<file path="src/rtl/lsbr_pkg.sv">
// lsbr_pkg: shared types, constants and helpers for the lsb-first bitstream reader
// no dependencies; imported by the controller, datapath and top level
`timescale 1ns / 1ps

package lsbr_pkg;

	localparam int ADDR_W      = 12;
	localparam int STORE_DEPTH = 1 << ADDR_W;
	localparam int MAX_FIELD_W = 32;
	localparam int MAX_BYTES   = 4;
	// widest field at bit offset 7 touches this many bytes
	localparam int SPAN_BYTES  = (7 + MAX_FIELD_W + 7) / 8;
	localparam int ACC_W       = SPAN_BYTES * 8;

	typedef enum logic [2:0] {
		OP_WRITE   = 3'd0,
		OP_SEEK    = 3'd1,
		OP_BIT_LSB = 3'd2,
		OP_BIT_MSB = 3'd3,
		OP_UINT    = 3'd4,
		OP_SINT    = 3'd5,
		OP_ALIGN   = 3'd6,
		OP_NUMBER  = 3'd7
	} op_t;

	localparam logic [7:0] LSB_MASK [8] = '{8'h01, 8'h02, 8'h04, 8'h08,
	                                         8'h10, 8'h20, 8'h40, 8'h80};
	localparam logic [7:0] MSB_MASK [8] = '{8'h80, 8'h40, 8'h20, 8'h10,
	                                         8'h08, 8'h04, 8'h02, 8'h01};

	typedef struct packed {
		logic accept;
		logic issue;
		logic fin;
	} lsbr_cmd_t;

	typedef struct packed {
		logic nb_zero;
		logic last_issue;
	} lsbr_status_t;

	// low w bits set, w in 0..32
	function automatic logic [31:0] field_mask(input logic [5:0] w);
		logic [32:0] m;
		m = (33'd1 << w) - 33'd1;
		return m[31:0];
	endfunction

endpackage

</file>
<file path="src/rtl/lsbr_ctrl.sv">
// lsbr_ctrl: controller state machine sequencing byte reads for one op
// depends on lsbr_pkg
`timescale 1ns / 1ps

module lsbr_ctrl import lsbr_pkg::*; (
	input  logic         clk,
	input  logic         arst_n,
	input  logic         start,
	output logic         busy,
	output logic         done,
	output lsbr_cmd_t    cmd,
	input  lsbr_status_t status
);

	typedef enum logic [1:0] {
		S_IDLE,
		S_ISSUE,
		S_DRAIN,
		S_FIN
	} state_t;

	state_t state_q;
	logic   done_q;

	always_ff @(posedge clk or negedge arst_n) begin
		if (!arst_n) begin
			state_q <= S_IDLE;
			done_q  <= 1'b0;
		end else begin
			done_q <= (state_q == S_FIN);
			unique case (state_q)
				S_IDLE: begin
					if (start) begin
						state_q <= status.nb_zero ? S_FIN : S_ISSUE;
					end
				end
				S_ISSUE: begin
					if (status.last_issue) begin
						state_q <= S_DRAIN;
					end
				end
				// last read byte lands in the accumulator here
				S_DRAIN: state_q <= S_FIN;
				S_FIN:   state_q <= S_IDLE;
			endcase
		end
	end

	assign busy       = (state_q != S_IDLE);
	assign done       = done_q;
	assign cmd.accept = start && (state_q == S_IDLE);
	assign cmd.issue  = (state_q == S_ISSUE);
	assign cmd.fin    = (state_q == S_FIN);

endmodule

</file>
<file path="config.mk">
export PLATFORM = sky130hd
export DESIGN_NAME = lsbr_ctrl
export DESIGN_NICKNAME = d
export VERILOG_FILES = /design/src/rtl/lsbr_pkg.sv /design/src/rtl/lsbr_ctrl.sv
export SDC_FILE = /design/constraint.sdc
export NUM_CORES = 1
export LEC_CHECK = 0
export BUFFER_PORTS_ARGS = -buffer_cell sky130_fd_sc_hd__buf_2
export CAP_MARGIN = 30
export CORE_AREA = 2 2 39 41
export DETAILED_ROUTE_END_ITERATION = 6
export DIE_AREA = 0 0 41 43
export PLACE_DENSITY = 0.35
export SETUP_SLACK_MARGIN = 0.02
export SYNTH_ARGS = -nofsm -noshare
export SYNTH_HDL_FRONTEND = slang
export SYNTH_SLANG_ARGS = --single-unit
export TNS_END_PERCENT = 1
</file>
<file path="constraint.sdc">
create_clock -name clk -period 1.8 [get_ports clk]
set_clock_uncertainty 0.2 [all_clocks]
set_input_delay 0.54 -clock clk [delete_from_list [all_inputs] [get_ports clk]]
set_output_delay 0.54 -clock clk [all_outputs]
set_load 0.03 [all_outputs]
</file>
# After elaboration in Yosys (flattened, before gate mapping)
# Cells that the tools add are included.
# word_totals
reg_bits,3
in_bits,5
output_inout_bits,5
elab_cells,15
# classes
n_eq_ne,5
mux,4
n_reduce_logical,4
# ops
cell,count
2-bit case mux with 4 select lines,1
2-bit 2-to-1 mux,3
2-bit equality test (second input constant),2
2-bit by 1-bit equality test with 1-bit output (second input constant),1
2-bit zero test,1
2-bit by 1-bit != test with 1-bit output (second input constant),1
2-bit != test (second input constant),1
2-bit AND reduction,1
2-bit nonzero test,1
1-bit logical AND,1

# Logic depth before layout (Yosys ltp)
# Gate-level depths: netlist of the first run.
# logic_depth
word_depth,3
ltp_mapped,5
depth_no_buf,5

# Worst setup path before layout of the first run
# OpenSTA, ideal clock, no wires.
# synth_timing
path_type,register -> output
start,register state_q[0]
end,output port cmd[2] (netlist name)
t_arrival_ns,0.930
t_required_ns,1.060
setup_slack_ns,0.130
stages_incl_launch_ff,4
cell_sequence,dfrtp_1 inv_1 ha_1 and2_1
# synth_lines
element,line_no,source
"start, declared",lsbr_ctrl.sv:22,state_t state_q;
"start signal, assigned",lsbr_ctrl.sv:34,state_q <= status.nb_zero ? S_FIN : S_ISSUE;
"end, declared",lsbr_ctrl.sv:11,"output lsbr_cmd_t cmd,"

==> results.sh, run 1 <==
export IMPL_status="complete, but fails checks"
export IMPL_violations="negative setup slack"
export IMPL_path_clk_slew_ps=40
export IMPL_rrSetupSlack_ps=360
export IMPL_ant_nets=0
export IMPL_slowest_delay_ps=380
export IMPL_clock_latency_ps=230
export IMPL_grt_pass1_vias=169
export IMPL_power_switching_w=0.000341
export IMPL_seqPwrFrac_pct=15.3
export IMPL_timing_rr_end="state_q[1]"
export IMPL_placed_cells=43
export IMPL_insertedDiodeCount=0
export IMPL_root_buffer="clkbuf_4"
export IMPL_synthTopCellsByArea="dfrtp_1, ha_1, mux2i_1, inv_1, o22ai_2"
export IMPL_routabilityCongestion=0.499
export IMPL_track_usage_pct=6.24
export IMPL_swShare_pct=42.8
export IMPL_critPathCaptureType="output port"
export IMPL_maxCapViolCount=0
export IMPL_vias=186
export IMPL_cp_slowest_cell="dfrtp_1"
export IMPL_numCtsBuffers=3
export IMPL_ys_ff_latch=3
export IMPL_slew_headroom_pct=85.8
export IMPL_seq_area_frac_synth_pct=36.6
export IMPL_final_hold_violation_count=0
export IMPL_fp_dieW_um=41
export IMPL_grt_max_degree=4
export IMPL_required_ps=1060
export IMPL_row_count=14
export IMPL_finalNonFillerCells=53
export IMPL_syn_nets=28
export IMPL_numPortBuffers=9
export IMPL_dr_first_iter_drc_count=0
export IMPL_p_int_w=0.000455
export IMPL_synth_cell_types=7
export IMPL_clkSinkCount=3
export IMPL_crit_chain="inv_2 > ha_4 > and2_4 > buf_6"
export IMPL_fmax_mhz=551
export IMPL_rsz0062_at_grt="true"
export IMPL_setup_violations=3
export IMPL_p_per_area_mw_per_mm2=2040
export IMPL_finalPower_w=0.000795
export IMPL_layout_common_cells="buf_2, buf_4, buf_6"
export IMPL_die_area_mm2=0.00176
export IMPL_irDropWorstVdd_mv=0.973
export IMPL_fin_nets=48
export IMPL_leakagePower_nw=0.195
export IMPL_area_growth_syn_to_layout_pct=89.6
export IMPL_hold_ws_ps=429
export IMPL_rr_worst_depth=5
export IMPL_coreArea_mm2=0.00138
export IMPL_htree_levels=1
export IMPL_ys_warn_count=0
export IMPL_dpl_hpwl_um=325
export IMPL_synth_top_area_share_pct=36.6
export IMPL_drtPass1Iterations=1
export IMPL_startpoint="state_q[0]"
export IMPL_initial_core_util_pct=14.8
export IMPL_final_period_utilization_pct=101
export IMPL_netlist_top_cell_by_area="dfrtp_1"
export IMPL_synthCells=18
export IMPL_drc=0
export IMPL_detail_route_wl_per_cell_um=9.02
export IMPL_ios=10
export IMPL_final_min_clock_period_ps=1820
export IMPL_crit_path_start_kind="flip-flop"
export IMPL_slew_violations=0
export IMPL_antenna_found_initial=0
export IMPL_clock_path_buffers=2
export IMPL_drive_above_1_share_pct=64.9
export IMPL_avgSynthCellArea_um2=11.4
export IMPL_grt_pass1_wl_um=669
export IMPL_worst_slew_pin_slew_ps=213
export IMPL_path_class="reg2out"
export IMPL_viasPerCell=3.51
export IMPL_fill_cells=146
export IMPL_hold_class="in2async"
export IMPL_critPathArrivalTime_ps=1080
export IMPL_mappedNetlistArea_um2=205
export IMPL_routed_wl_um=478
export IMPL_power_frac_comb_pct=70.1
export IMPL_overflow=0
export IMPL_die_h_um=43
export IMPL_place_area_um2=270
export IMPL_cts_tree="yes"
export IMPL_cp_max_fo=2
export IMPL_final_area_um2=389
export IMPL_worst_slack_ps=-15.5
export IMPL_reg2reg_from="state_q[1]"
export IMPL_pwr_share_clk_pct=14.6
export IMPL_setup_tns_ps=-45.0
cell families (layout without fill, tap and decap cells):
kind of cell / Yosys count / count (layout) / synth area share [%]
compound gates: 1 / 1 / 6.10
fa+ha+maj: 5 / 5 / 30.5
buf+inv: 4 / 23 / 7.31
flops: 3 / 3 / 36.6
mux: 3 / 3 / 14.6
simple gates: 2 / 2 / 4.88
stage by stage:
stage / setup slack (ps) / util, %
2_1_floorplan: 130 / -
3_3_place_gp: 77.4 / 19.5
3_5_place_dp: 66.6 / 19.5
4_1_cts: -35.2 / 28.1
5_1_grt: -66.9 / 28.1
6_report: -15.5 / 28.1
power groups by stage:
stage          clock, W  combinational [W]  sequential (W)
6_report       0.000116           0.000557        0.000122
5_1_grt        0.000130           0.000608        0.000125
4_1_cts        0.000125           0.000551        0.000122
3_5_place_dp          0           0.000364        0.000127
3_3_place_gp          0           0.000356        0.000127
2_1_floorplan         0           0.000257        0.000146
worst max path at each step:
stage                   to  slack (ps)  depth (start not counted)
CTS                 cmd[0]         -40                          3
floorplan           cmd[2]         130                          3
global route        cmd[2]         -70                          4
global placement    cmd[2]          80                          4
finish              cmd[2]         -20                          4
detailed placement  cmd[2]          70                          4
registers in the layout, summed over array words and instances, names as in the netlist:
register	count
state_q	2
done	1
per-layer routing:
layer  GRT usage, %  vias up  share of wire, %
li1               -       93                 -
met1           6.49       83                44
met2           9.38       10                47
met3           1.57        0               8.8
met4           6.00        0                 0
met5              0        -                 0
Yosys cell counts:
cell type,number
and2_1,1
ha_1,5
inv_1,4
o22ai_2,1
mux2i_1,3
dfrtp_1,3
nor2_1,1
final cells by class:
type	instances	area [um2]	share of cell area [%]
tap	16	20.0	5.14
timing repair buffer	15	118	30.2
multi-input combinational	11	135	34.7
clock buffer	4	26.3	6.75
inverter	4	15.0	3.86
sequential	3	75.1	19.3
critical path, delay by kind of cell, from the launching register on:
kind                       cells  cell delay [ps]
adders and majority gates      1              130
and+or+nand+nor                1              130
DFF                            1              380
buffers and inverters          2              210
what timing repair did:
item                       in CTS  in global routing
setup endpoints to repair       4                  4
gates resized for setup        15                  0
buffers inserted                5                  0
hold buffers                    1                  0
gates cloned                    0                  0
hold endpoints to repair        3                  0
Power figures use the tool's default switching activity.
==> inputs of run 2 (changes only) <==
==> constraint.sdc (replaced) <==
create_clock -name clk -period 2.11 [get_ports clk]
set_clock_uncertainty 0.2 [all_clocks]
set_input_delay 0.633 -clock clk [delete_from_list [all_inputs] [get_ports clk]]
set_output_delay 0.633 -clock clk [all_outputs]
set_load 0.03 [all_outputs]
==> run 2 against run 1 <==
  * The flow now finishes without violations
  * Power is 34% lower
  * Worst hold slack worse by 32 ps
  * Cell area is 21% lower
  * First-iteration DRC count stayed put
  * Non-clock buffer count is 5 lower
  * Critical endpoint unchanged
  * Largest cell class unchanged
  * Highest routed layer is now met4
==> results.sh, run 2 (synthesis gave the netlist of run 1 again) <==
export IMPL_status="finished clean"
export IMPL_area_growth_syn_to_layout_pct=50.6
export IMPL_irDropWorstVdd_mv=0.634
export IMPL_setup_tns_ps=0
export IMPL_rsz0062_at_grt="false"
export IMPL_coreArea_mm2=0.00138
export IMPL_finalNonFillerCells=48
export IMPL_root_buffer="clkbuf_4"
export IMPL_dr_first_iter_drc_count=0
export IMPL_fin_nets=43
export IMPL_vias=162
export IMPL_required_ps=1280
export IMPL_antenna_found_initial=0
export IMPL_die_area_mm2=0.00176
export IMPL_fmax_mhz=495
export IMPL_clock_path_buffers=2
export IMPL_final_min_clock_period_ps=2020
export IMPL_cp_max_fo=4
export IMPL_htree_levels=1
export IMPL_slew_headroom_pct=86.6
export IMPL_post_cts_buffers=0
export IMPL_fill_cells=150
export IMPL_detail_route_wl_per_cell_um=8.60
export IMPL_p_per_area_mw_per_mm2=1690
export IMPL_final_period_utilization_pct=95.8
export IMPL_ios=10
export IMPL_grt_pass1_wl_um=565
export IMPL_critPathBufInv=2
export IMPL_viasPerCell=3.38
export IMPL_final_hold_violation_count=0
export IMPL_grt_max_degree=5
export IMPL_use_met2_pct=5.63
export IMPL_met3_usage_pct=3.14
export IMPL_path_clk_slew_ps=40
export IMPL_drtPass1Iterations=1
export IMPL_hold_class="reg2reg"
export IMPL_leakagePower_nw=0.166
export IMPL_numCtsBuffers=3
export IMPL_track_usage_pct=5.84
export IMPL_initial_core_util_pct=14.8
export IMPL_row_count=14
export IMPL_layout_common_cells="buf_2, ha_1, mux2i_1, clkbuf_4, dfrtp_1"
export IMPL_numPortBuffers=9
export IMPL_slew_violations=0
export IMPL_fp_dieW_um=41
export IMPL_die_h_um=43
export IMPL_hold_ws_ps=398
export IMPL_gr_max_usage_layer="met4"
export IMPL_layout_commonest_cell="buf_2"
export IMPL_ant_nets=0
export IMPL_drc=0
export IMPL_critPathCaptureType="output port"
export IMPL_worst_slew_pin_slew_ps=201
export IMPL_crit_chain="inv_2 > ha_1 > and2_1 > buf_4"
export IMPL_use_met1_pct=6.15
export IMPL_routed_wl_um=413
export IMPL_insertedDiodeCount=0
export IMPL_drive_above_1_share_pct=46.9
export IMPL_path_class="reg2out"
export IMPL_critPathArrivalTime_ps=1190
export IMPL_clkSinkCount=3
export IMPL_routabilityCongestion=0.509
export IMPL_multi_input_area_um2=115
export IMPL_grt_pass1_vias=145
export IMPL_crit_path_start_kind="flip-flop"
export IMPL_placed_cells=43
export IMPL_finalPower_w=0.000522
export IMPL_slowest_delay_ps=380
export IMPL_ff_latch_area_um2=75.1
export IMPL_maxCapViolCount=0
export IMPL_cts_tree="yes"
export IMPL_largest_reg_flops=2
export IMPL_largest_register="state_q"
export IMPL_cp_slowest_cell="dfrtp_1"
export IMPL_crit_family="flip-flops"
export IMPL_clock_latency_ps=230
export IMPL_setup_violations=0
export IMPL_overflow=0
run 2: power breakdown:
part	internal, W	switching [W]	leakage (nW)
clock	0.0000709	0.0000300	0.0150
combinational	0.000111	0.000198	0.115
sequential	0.0000893	0.0000229	0.0365
total	0.000271	0.000251	0.166
run 2: repair_timing:
action / in CTS / in global routing
hold buffers: 1 / 0
hold endpoints to repair: 3 / 0
endpoints found under the setup margin: 0 / 2
resized for setup: 0 / 4
run 2: path summary, 6_finish.rpt:
| kind | slack, ps | to | depth (start not counted) | start |
|---|---|---|---|---|
| min in group asynchronous | 530 | state_q[0] | 2 | arst_n |
| max reg2reg | 720 | state_q[0] | 5 | state_q[1] |
| min | 400 | done | 1 | state_q[1] |
| min reg2reg | 400 | done | 1 | state_q[1] |
| max in group asynchronous | 1080 | done | 2 | arst_n |
| max | 90 | cmd[2] | 4 | state_q[0] |
run 2: worst reg2reg max path, stage by stage (launching register included):
cell and delay, ps:
dfrtp_1 400, inv_2 90, ha_1 160, inv_1 50
o22ai_2 200, mux2i_1 220
run 2: metrics by stage:
step                instance area (um2)  setup slack (ps)  util [%]
floorplan                           205               347         -
global placement                    270               230      19.5
detailed placement                  270               217      19.5
CTS                                 307              26.1      22.2
global route                        309              23.6      22.3
finish                              309              89.2      22.3
run 2: final cells by class:
cell class / count / area share [%]
Clock buffer: 4 / 8.50
Inverter: 4 / 4.86
Multi-Input combinational cell: 11 / 37.2
Sequential cell: 3 / 24.3
Tap cell: 16 / 6.48
Timing Repair Buffer: 10 / 18.6
run 2: metal layers:
metal | vias to the layer above | share of wire, %
met5 | - | 0
met4 | 0 | 3.4
met3 | 2 | 13
met2 | 12 | 36
met1 | 65 | 46
li1 | 83 | -
==> inputs of run 3 (changes only) <==
--- a/config.mk
+++ b/config.mk
@@ -5,12 +5,13 @@
 export SDC_FILE = /design/constraint.sdc
 export NUM_CORES = 1
 export LEC_CHECK = 0
+export ABC_AREA = 1
 export BUFFER_PORTS_ARGS = -buffer_cell sky130_fd_sc_hd__buf_2
 export CAP_MARGIN = 30
-export CORE_AREA = 2 2 39 41
+export CORE_AREA = 5 5 42 44
 export DETAILED_ROUTE_END_ITERATION = 6
-export DIE_AREA = 0 0 41 43
-export PLACE_DENSITY = 0.35
+export DIE_AREA = 0 0 47 49
+export PLACE_DENSITY = 0.37
 export SETUP_SLACK_MARGIN = 0.02
 export SYNTH_ARGS = -nofsm -noshare
 export SYNTH_HDL_FRONTEND = slang
==> run 3 against run 2 <==
  * Cell area grew 18%
  * Via count up 35%
  * Cell count is 31% higher
  * Clock power barely moved
  * Highest routed layer is now met3
  * Clock-buffer cell count stayed put
  * Setup slack better by 19 ps
  * Utilization up 3.7 points
  * Power increased by 14%
  * Routed wire length grew 11%
  * Die area grew 31%
==> results.sh, run 3 <==
export IMPL_mappedNetlistArea_um2=224
export IMPL_timing_rr_end="state_q[0]"
export IMPL_cts_tree="yes"
export IMPL_netlist_top_cell_by_area="dfrtp_1"
export IMPL_viasPerCell=3.46
export IMPL_overflow=0
export IMPL_fp_dieW_um=47
export IMPL_final_hold_violation_count=0
export IMPL_slew_headroom_pct=89.7
export IMPL_crit_path_start_kind="flip-flop"
export IMPL_numPortBuffers=9
export IMPL_rr_worst_depth=6
export IMPL_slew_violations=0
export IMPL_detail_route_wl_per_cell_um=7.29
export IMPL_seq_area_frac_synth_pct=33.5
export IMPL_coreArea_mm2=0.00140
export IMPL_ys_async_sr_fraction_pct=100
export IMPL_antenna_found_initial=0
export IMPL_area_growth_syn_to_layout_pct=63.1
export IMPL_die_h_um=49
export IMPL_clock_path_buffers=2
export IMPL_synth_cell_types=7
export IMPL_routabilityCongestion=0.593
export IMPL_synthAdderAreaFrac_pct=27.9
export IMPL_syn_nets=39
export IMPL_critPathCaptureType="output port"
export IMPL_synth_simple_gate_area_share_pct=26.8
export IMPL_status="finished clean"
export IMPL_ys_ff_latch=3
export IMPL_die_area_mm2=0.00230
export IMPL_synth_compound_area_share_pct=0
export IMPL_row_count=14
export IMPL_synth_top_family_by_area="adder cells"
export IMPL_crit_end="cmd[2]"
export IMPL_required_ps=1280
export IMPL_critPathArrivalTime_ps=1170
export IMPL_yosysMostFrequentCell="nand2_1"
export IMPL_largest_reg_flops=2
export IMPL_synthTopCellsByArea="dfrtp_1, ha_1, nand2_1, inv_1, nand3_1"
export IMPL_root_buffer="clkbuf_4"
export IMPL_vias=218
export IMPL_final_period_utilization_pct=94.9
export IMPL_finalNonFillerCells=63
export IMPL_insertedDiodeCount=0
export IMPL_placed_cells=54
export IMPL_setup_tns_ps=0
export IMPL_ant_nets=0
export IMPL_largest_register="state_q"
export IMPL_path_class="reg2out"
export IMPL_worst_slew_pin_slew_ps=156
export IMPL_leakagePower_nw=0.224
export IMPL_avgSynthCellArea_um2=7.72
export IMPL_cp_max_fo=4
export IMPL_htree_levels=1
export IMPL_track_usage_pct=5.21
export IMPL_final_min_clock_period_ps=2000
export IMPL_maxCapViolCount=0
export IMPL_synth_xor_area_share_pct=0
export IMPL_drc=0
export IMPL_synth_ff_type="dfrtp_1"
export IMPL_fmax_mhz=500
export IMPL_drtPass1Iterations=4
export IMPL_muxShareOfSynthArea_pct=0
export IMPL_rsz0062_at_grt="false"
export IMPL_ys_warn_count=0
export IMPL_setup_violations=0
export IMPL_hold_class="reg2reg"
export IMPL_ios=10
export IMPL_irDropWorstVdd_mv=0.314
export IMPL_rrSetupSlack_ps=680
export IMPL_synth_commonest_cells="nand2_1, inv_1, ha_1"
export IMPL_dpl_hpwl_um=350
export IMPL_reg2reg_from="state_q[0]"
export IMPL_grt_pass1_vias=206
export IMPL_numCtsBuffers=3
export IMPL_dr_first_iter_drc_count=5
export IMPL_p_per_area_mw_per_mm2=1620
export IMPL_initial_core_util_pct=16.0
export IMPL_clkSinkCount=3
export IMPL_path_clk_slew_ps=40
export IMPL_synth_edf_count=0
export IMPL_fin_nets=58
export IMPL_drive_above_1_share_pct=44.7
export IMPL_grt_max_degree=5
export IMPL_layout_commonest_cell="nand2_1"
export IMPL_routed_wl_um=459
export IMPL_clock_latency_ps=240
export IMPL_synthCells=29
export IMPL_synth_top_area_share_pct=33.5
export IMPL_grt_pass1_wl_um=786
export IMPL_startpoint="state_q[0]"
export IMPL_layout_common_cells="nand2_1, buf_2, inv_1"
-- run 3: cell count changes after synthesis, sizes merged --
cell   delta
o22ai     -1
and2      -1
inv       +3
nand3     +2
nand2    +11
or2       +1
nor2      -1
mux2i     -3
-- run 3: per-stage QoR --
stage	setup WS (ps)	total power (W)	hold WS [ps]	util [%]	instance area, um2
3_5_place_dp	251	0.000421	235	20.6	289
5_1_grt	28.1	0.000655	355	26.1	365
4_1_cts	21.6	0.000533	353	23.4	328
2_1_floorplan	351	0.000351	137	-	224
3_3_place_gp	246	0.000429	232	20.6	289
6_report	108	0.000592	327	26.1	365
-- run 3: area by class of cell --
class                      count  area [um2]
sequential                     3        76.3
inverter                       7        26.3
tap                           16        20.0
timing repair buffer          14        91.3
fill                         170        1040
clock buffer                   4        26.3
multi-input combinational     19         125
-- run 3: cells by family (layout without fill, tap and decap cells) --
logic type    Yosys count  in the layout
buf+inv                 7             25
fa+ha+maj               5              5
simple gates           14             14
flops                   3              3
-- run 3: per-layer routing --
layer  track usage [%]  vias up  wire length [um]  share of wire, %
met4              8.29        0                 0                 0
li1                  -      120                 -                 -
met1              5.93       93               215                47
met2              5.88        5               221                48
met5                 0        -                 0                 0
met3              1.11        0                22               4.8
-- run 3: worst min-delay path by stage --
stage,from,to,slack [ps],depth (start not counted)
detailed placement,arst_n,state_q[0],240,1
CTS,state_q[1],state_q[1],350,2
global placement,arst_n,state_q[0],230,1
finish,state_q[1],state_q[1],330,2
floorplan,arst_n,done,140,0
global route,state_q[1],state_q[1],360,2
-- run 3: where the power goes --
group / total [W] / switching [W] / internal (W)
combinational: 0.000379 / 0.000223 / 0.000157
clock: 0.000101 / 0.0000305 / 0.0000709
sequential: 0.000112 / 0.0000229 / 0.0000886
total: 0.000592 / 0.000276 / 0.000316
-- run 3: timing repair --
action | in CTS | in global routing
hold endpoints to repair | 3 | 0
pin swaps | 0 | 0
setup endpoints to repair | 1 | 2
setup buffers | 0 | 4
resized for setup | 1 | 5
hold buffers | 1 | 0
-- run 3: critical path, stage by stage (launching register included) --
cell and delay (ps):
dfrtp_2 420, inv_2 80, ha_2 190, nand2_1 50, inv_1 60, buf_6 120
